`src/rtl/fcce_pkg.sv`:
```
// Package with the types and constants of the cluster chain engine.
package fcce_pkg;

  localparam int ENTRIES      = 256;
  localparam int IDX_W        = $clog2(ENTRIES);
  localparam int DATA_W       = 16;
  localparam int CNT_W        = 9;
  localparam int FIRST_USABLE = 2;
  localparam logic [DATA_W-1:0] END_MARK = 16'hFFFF;

  typedef enum logic [1:0] {
    OP_READ  = 2'd0,
    OP_WRITE = 2'd1,
    OP_ALLOC = 2'd2,
    OP_FREE  = 2'd3
  } opcode_e;

  typedef enum logic [3:0] {
    DP_NOP,
    DP_ACCEPT,
    DP_RD_DONE,
    DP_SCAN_STEP,
    DP_SCAN_HIT,
    DP_SCAN_FULL,
    DP_LINK,
    DP_MARK,
    DP_WALK
  } dp_cmd_e;

  typedef struct packed {
    dp_cmd_e op;
    logic    out_load;
  } cmd_t;

  typedef struct packed {
    logic rd_zero;
    logic scan_last;
    logic walk_more;
    logic out_free;
  } status_t;

endpackage

```
`src/rtl/fcce_ctrl.sv`:
```
// Controller state machine of the cluster chain engine.
module fcce_ctrl import fcce_pkg::*; (
  input  logic       clk_i,
  input  logic       rst_ni,
  input  logic       in_valid_i,
  output logic       in_ready_o,
  input  logic [1:0] opcode_i,
  input  status_t    sts_i,
  output cmd_t       cmd_o
);

  typedef enum logic [2:0] {
    S_IDLE,
    S_RD,
    S_SCAN,
    S_LINK,
    S_MARK,
    S_WALK,
    S_RESP
  } state_e;

  state_e state_q, state_d;

  assign in_ready_o = (state_q == S_IDLE);

  always_comb begin
    state_d       = state_q;
    cmd_o.op       = DP_NOP;
    cmd_o.out_load = 1'b0;
    unique case (state_q)
      S_IDLE: begin
        if (in_valid_i) begin
          cmd_o.op = DP_ACCEPT;
          unique case (opcode_e'(opcode_i))
            OP_READ:  state_d = S_RD;
            OP_WRITE: state_d = S_RESP;
            OP_ALLOC: state_d = S_SCAN;
            OP_FREE:  state_d = S_WALK;
          endcase
        end
      end
      S_RD: begin
        cmd_o.op = DP_RD_DONE;
        state_d  = S_RESP;
      end
      S_SCAN: begin
        priority if (sts_i.rd_zero) begin
          cmd_o.op = DP_SCAN_HIT;
          state_d  = S_LINK;
        end else if (sts_i.scan_last) begin
          cmd_o.op = DP_SCAN_FULL;
          state_d  = S_RESP;
        end else begin
          cmd_o.op = DP_SCAN_STEP;
        end
      end
      S_LINK: begin
        cmd_o.op = DP_LINK;
        state_d  = S_MARK;
      end
      S_MARK: begin
        cmd_o.op = DP_MARK;
        state_d  = S_RESP;
      end
      S_WALK: begin
        cmd_o.op = DP_WALK;
        if (!sts_i.walk_more) begin
          state_d = S_RESP;
        end
      end
      S_RESP: begin
        if (sts_i.out_free) begin
          cmd_o.out_load = 1'b1;
          state_d        = S_IDLE;
        end
      end
      default: begin
        state_d = S_IDLE;
      end
    endcase
  end

  always_ff @(posedge clk_i or negedge rst_ni) begin
    if (!rst_ni) begin
      state_q <= S_IDLE;
    end else begin
      state_q <= state_d;
    end
  end

endmodule

```
`config.mk`:
```
export PLATFORM = sky130hd
export DESIGN_NAME = fcce_ctrl
export DESIGN_NICKNAME = d
export VERILOG_FILES = /design/src/rtl/fcce_pkg.sv /design/src/rtl/fcce_ctrl.sv
export SDC_FILE = /design/constraint.sdc
export NUM_CORES = 1
export LEC_CHECK = 0
export ABC_CLOCK_PERIOD_IN_PS = 1900
export BUFFER_PORTS_ARGS = -buffer_cell sky130_fd_sc_hd__clkbuf_2
export CAP_MARGIN = 40
export CORE_AREA = 2 2 39 41
export CTS_CLUSTER_SIZE = 20
export DETAILED_ROUTE_END_ITERATION = 8
export DIE_AREA = 0 0 41 43
export SYNTH_ARGS = -nofsm -noshare
export SYNTH_HDL_FRONTEND = slang
export SYNTH_SLANG_ARGS = --single-unit
```
`constraint.sdc`:
```
create_clock -name clk_i -period 1.9 [get_ports clk_i]
set_clock_uncertainty 0.2 [all_clocks]
set_input_delay 0.095 -clock clk_i [delete_from_list [all_inputs] [get_ports clk_i]]
set_output_delay 0.095 -clock clk_i [all_outputs]
set_load 0.1 [all_outputs]
```
* Word-level counts from Yosys, hierarchy flattened
Index checks and enable logic that the tools add are counted.
Operators by class: equal/unequal tests 13, multiplexer cells 13, reductions and logical operators 4
Operators by type and width (count):
- $pmux W4 S6 | 1
- $mux W3 | 7
- $pmux W3 S6 | 1
- $pmux W3 S4 | 1
- $eq A3 B3 Y1 const B | 3
- $eq A3 B2 Y1 const B | 2
- $ne A2 B2 Y1 const B | 3
- $eq A2 B2 Y1 const B | 2
- $reduce_and A4 Y1 | 1
- $eq A3 B1 Y1 const B | 1
- $logic_not A3 Y1 | 1
- $mux W1 | 3
- $ne A3 B3 Y1 const B | 1
- $eq A2 B1 Y1 const B | 1
- $logic_not A2 Y1 | 1
- $reduce_or A2 Y1 | 1
Storage, ports and cells: register bits 3, input bits 9, output and inout bits 6, logic and storage cells 31

* Logic depth before layout (Yosys ltp)
Gate-level depths: netlist of run 1.
word-level depth 4, gate-level depth with buffers 6, gate-level depth less buffers 6

* Least setup slack after synthesis of run 1
OpenSTA, ideal clock, no wires.
kind flip-flop to output port, start register state_q[1], end output port cmd_o[3] in the netlist's numbering, data arrival time 2162 ps, data required time 1605 ps, slack -557 ps, stages on the path, launching flop included 5, path buffers 1, path through dfrtp_1 buf_2 inv_1 nand2_1 o22ai_1
RTL lines:
- start, declared | RTL line fcce_ctrl.sv:22 | state_e state_q, state_d;
- start signal, assigned | RTL line fcce_ctrl.sv:87 | state_q <= state_d;
- end, declared | RTL line fcce_ctrl.sv:9 | output cmd_t cmd_o

==> run_results.csv, run 1 <==
group,metric,value,unit
synthesis,ys_types,21,
setup_path,crit_slowest_cell,"dfrtp_2",
final_layout,fin_area,574,µm²
final_layout,multi_input_area,258,µm²
drt,antenna_left,0,
synthesis,synth_top_area_share,21.6,%
final_layout,nets,76,
final_layout,regMostFlops,"state_q",
global_routing,antenna_found_initial,0,
place,port-buffer-count,14,
timing,fin_crit,1.79,ns
place,post-dp-hpwl,641,µm
place,dp_slack,0.273,ns
clock_network,numClockSinks,3,
synthesis,netlist_area,348,µm²
timing,setup_ws,0.105,ns
global_routing,grt_max_degree,12,
synthesis,synth_nets,57,
synthesis,yosys-top-cells-area,"dfrtp_1 (22%), nor2_1 (7.6%), ha_1 (7.2%)",
setup_path,slowest_delay,0.48,ns
setup_path,critPathBufInv,2,
floorplanning,die_x,41,µm
min_path,hp-class,"primary input to register",
floorplanning,rows,14,
global_routing,grt_pass1_wl,1360,µm
drt,drt_first_pass_iters,2,
setup_path,path_delay_family,"flip-flops",
setup_path,cp-end-kind,"primary output",
drt,vias,363,
setup_path,cp.required,1.60,ns
timing,rsz0062_at_grt,"false",
clock_network,path_clk_slew,0.04,ns
setup_path,crit_chain,"inv_1 > nand2_1 > o22a_1 > nor2_2 > buf_12",
floorplanning,die_area,1760,µm²
global_routing,grt.overflow.total,0,
setup_path,rrSetupSlack,0.29,ns
floorplanning,coreArea,1380,µm²
timing,worst_pin_slew,0.429,ns
synthesis,synth_area_per_cell,7.56,µm²
synthesis,syn_inst,46,
place,place_congestion,0.737,
drt,post-route-drc-count,0,
clock_network,cts-root-buf,"clkbuf_4",
synthesis,synth_seq_cells,3,
drt,wl_per_cell,10.3,µm
clock_network,numCtsBuffers,3,
drt,drt-initial-drc-count,2,
run_status,status,"complete, no violations",
drt,routed_wl,827,µm
timing,clock.fmax,557,MHz
clock_network,max-clock-path-buffers,2,
setup_path,critPathMaxFanout,11,
final_layout,n_antenna_cell,0,
clock_network,clkLatencyLatePin,0.23,ns
global_routing,grt.total_usage,11.4,%
final_layout,top_regs,"state_q (3)",
place,placed_area,515,µm²
final_layout,area_growth,65.1,%
floorplanning,die_h,43,µm
clock_network,cts_tree,"yes",
final_layout,nFillCells,148,
place,dp_cells,73,
final_layout,drive_gt1_share,46.9,%
floorplanning,start_util,25.1,%
timing,fin_hold_ws,0.0607,ns
final_layout,finalNonFillerCells,80,
global_routing,grt_pass1_vias,342,
setup_path,cp-start-kind,"register",
clock_network,cts-htree-levels,1,
timing,slew_headroom,71.4,%
timing,setup_viol,0,
synthesis,yosys_warnings,0,
final_layout,seq_area,77.6,µm²
setup_path,worstSetupPathType,"register to primary output",
floorplanning,ios,15,
timing,hold_viol_final,0,
synthesis,synth_area_leader_cell,"dfrtp_1",
drt,post_drt_via_cell_ratio,4.54,
timing,drv_slew,0,
final_layout,largest_reg_flops,3,
synthesis,yosysSeqAreaShare,21.6,%
timing,period_share,94.5,%
setup_path,cp.arrival,1.50,ns
job,cap_violations,0,
metal layers:
layer / GRT usage, % / share of wire, % / vias to the layer above
met5: 0 / 0 / -
met4: 4.00 / 0 / 0
met3: 3.14 / 4.7 / 0
met2: 18.8 / 50 / 10
met1: 13.3 / 46 / 158
li1: - / - / 195
synthesized netlist by cell type:
cell type and instances:
a21oi_1 2, a2bb2oi_2 1, and2b_1 1, and3_2 1
buf_2 1, buf_4 1, buf_6 1, dfrtp_1 3
ha_1 2, inv_1 4, mux2_2 1, mux2i_1 1
nand2_1 6, nor2_1 7, nor2b_4 1, nor3_1 2
nor3_2 1, o21ai_0 4, o21ai_2 2, o22a_1 1
o22ai_1 3
layout make-up:
type | count | area share (%)
Inverter | 4 | 2.61
Tap cell | 16 | 3.49
Timing Repair Buffer | 17 | 30.9
Clock buffer | 4 | 4.58
Multi-Input combinational cell | 36 | 44.9
Sequential cell | 3 | 13.5
logic make-up after synthesis:
family / after synthesis / share of synthesized area, %
and+or+nand+nor: 19 / 28.1
adders and majority gates: 2 / 7.19
muxes: 2 / 6.11
AOI/OAI and AO/OA: 13 / 25.9
buffers and inverters: 7 / 11.1
DFF: 3 / 21.6
timing repair:
action                                  4_1_cts  5_1_grt
endpoints found under the setup margin        0        1
hold buffers                                  3        0
setup buffers                                 0        0
gates resized for setup                       0        2
endpoints found under the hold margin         4        0
metrics by stage:
stage          TNS (ns)  utilization (%)
2_1_floorplan  -0.00593                -
3_3_place_gp          0             37.3
3_5_place_dp          0             37.3
4_1_cts               0             41.3
5_1_grt               0             41.5
6_report              0             41.5
worst min-delay path: cells and delay by family:
kind / cells / cell delay, ns
AO/OA/AOI/OAI: 2 / 0.13
buffers and inverters: 1 / 0.11
AND/OR/NAND/NOR: 1 / 0.11
layout by cell type, fill, tap and decap left out, drive strengths merged, types with 2 or more instances in the layout:
cell type / netlist / final
ha: 2 / 2
nor3: 3 / 3
nand2: 6 / 6
inv: 4 / 4
a21oi: 2 / 2
dfrtp: 3 / 3
o21ai: 6 / 6
dlygate4sd3: 0 / 3
o22ai: 3 / 3
nor2: 7 / 7
clkbuf: 0 / 12
buf: 3 / 6
final timing paths:
path	cells after the start	end	startpoint
max in group asynchronous	3	state_q[2]$_DFFE_PN0P_	rst_ni
min in group asynchronous	3	state_q[1]$_DFFE_PN0P_	rst_ni
hold / removal	4	state_q[1]$_DFFE_PN0P_	sts_i[0]
setup reg to reg	4	state_q[2]$_DFFE_PN0P_	state_q[0]$_DFFE_PN0P_
setup / recovery	5	cmd_o[1]	state_q[2]$_DFFE_PN0P_
hold reg to reg	2	state_q[1]$_DFFE_PN0P_	state_q[1]$_DFFE_PN0P_
Power of run 1 is left out: the tool's default activity adds up to more than one toggle a clock period on the data nets, which glitch-free logic cannot reach.
==> inputs of run 2 (changes only) <==
CELL_PAD_IN_SITES_DETAIL_PLACEMENT = 0   (was unset)
CELL_PAD_IN_SITES_GLOBAL_PLACEMENT = 1   (was unset)
CTS_CLUSTER_SIZE = 40   (was 20)
PLACE_DENSITY_LB_ADDON = 0.1   (was unset)
==> run 2 against run 1 <==
Effect of this change: register-to-register slack gained 0.06 ns; fmax grew 1.8%; cell count grew 2.5%; highest routed layer is now met4; non-clock buffer count grew 2; via count grew 0.83%; global-route usage grew 1.2 points; critical endpoint is now cmd_o[0].
==> run_results.csv, run 2 (synthesis gave the netlist of run 1 again) <==
group,metric,value,unit
run_status,status,"complete, no violations",
setup_path,cp-end-kind,"primary output",
setup_path,cp-start-kind,"register",
drt,drt-initial-drc-count,3,
final_layout,largest_reg_flops,3,
global_routing,grt.total_usage,12.6,%
floorplanning,coreArea,1380,µm²
timing,rsz0062_at_grt,"false",
final_layout,multi_input_area,258,µm²
final_layout,fin_util,42.6,%
global_routing,grt.overflow.total,0,
timing,drv_slew,0,
final_layout,seq_area,77.6,µm²
final_layout,regMostFlops,"state_q",
final_layout,finalNonFillerCells,82,
clock_network,max-clock-path-buffers,2,
global_routing,grt_pass1_vias,397,
place,dp_slack,0.290,ns
setup_path,worstSetupPathType,"register to primary output",
timing,clock.fmax,567,MHz
final_layout,nets,78,
floorplanning,rows,14,
setup_path,cp.arrival,1.47,ns
final_layout,n_antenna_cell,0,
timing,fin_crit,1.76,ns
clock_network,cts-htree-levels,1,
timing,hold_viol_final,0,
clock_network,cts_tree,"yes",
setup_path,rrSetupSlack,0.35,ns
place,port-buffer-count,14,
place,post-dp-hpwl,670,µm
timing,setup_viol,0,
drt,post_drt_via_cell_ratio,4.46,
clock_network,cts-root-buf,"clkbuf_4",
clock_network,clkLatencyLatePin,0.24,ns
timing,setup_ws,0.137,ns
min_path,hp-class,"primary input to register",
floorplanning,die_x,41,µm
place,dp_cells,73,
floorplanning,ios,15,
final_layout,layout_common_cells,"clkbuf_2 (8), nand2_1 (6), nor2_1 (5), buf_12 (5)",
timing,period_share,92.8,%
drt,post-route-drc-count,0,
floorplanning,die_h,43,µm
drt,routed_wl,878,µm
final_layout,nFillCells,150,
clock_network,numClockSinks,3,
timing,worst_pin_slew,0.410,ns
drt,vias,366,
place,place_congestion,0.673,
setup_path,cp.required,1.60,ns
final_layout,area_growth,69.4,%
global_routing,antenna_found_initial,0,
global_routing,grt_max_degree,12,
job,cap_violations,0,
floorplanning,die_area,1760,µm²
timing,slew_headroom,72.7,%
drt,drt_first_pass_iters,2,
drt,wl_per_cell,10.7,µm
final_layout,final_common_cell,"clkbuf_2",
final_layout,drive_gt1_share,48.5,%
timing,fin_hold_ws,0.0598,ns
setup_path,critPathMaxFanout,11,
floorplanning,start_util,25.1,%
drt,antenna_left,0,
clock_network,numCtsBuffers,3,
final_layout,top_regs,"state_q (3)",
clock_network,path_clk_slew,0.04,ns
global_routing,grt_pass1_wl,1500,µm
-- run 2: layout make-up --
cell class / instances / area share, %
clock buffer: 4 / 4.46
inverter: 4 / 2.55
multi-input combinational: 36 / 43.7
sequential: 3 / 13.2
tap: 16 / 3.40
timing repair buffer: 19 / 32.7
-- run 2: critical path: stages, from the launching register on --
cell     delay (ns)
dfrtp_1        0.58
and2b_1        0.25
and3_2         0.23
buf_12         0.16
-- run 2: path summary, 6_finish.rpt --
path	endpoint	depth (start not counted)	startpoint
max	cmd_o[0]	3	state_q[0]$_DFFE_PN0P_
min	state_q[1]$_DFFE_PN0P_	4	sts_i[0]
max reg2reg	state_q[2]$_DFFE_PN0P_	4	state_q[0]$_DFFE_PN0P_
min reg2reg	state_q[2]$_DFFE_PN0P_	2	state_q[2]$_DFFE_PN0P_
max in group asynchronous	state_q[1]$_DFFE_PN0P_	3	rst_ni
min in group asynchronous	state_q[0]$_DFFE_PN0P_	3	rst_ni
-- run 2: metal layers --
metal	vias up	track usage (%)	part of all wire [%]
li1	195	-	-
met1	162	12.9	37
met2	7	21.9	58
met3	2	1.57	1.8
met4	0	8.00	2.2
met5	-	0	0
-- run 2: repair_timing --
| item | in CTS | in global routing |
|---|---|---|
| endpoints found under the setup margin | 0 | 1 |
| hold endpoints to repair | 4 | 0 |
| setup buffers | 0 | 2 |
| hold buffers | 3 | 0 |
| gates resized for setup | 0 | 2 |
-- run 2: stage by stage --
stage | TNS, ns | instance area, µm²
final | 0 | 589
after global routing | 0 | 589
after CTS | 0 | 572
after detailed placement | 0 | 515
after global placement | 0 | 515
after floorplan | -0.00593 | 372
Power of run 2 is left out for the same reason.
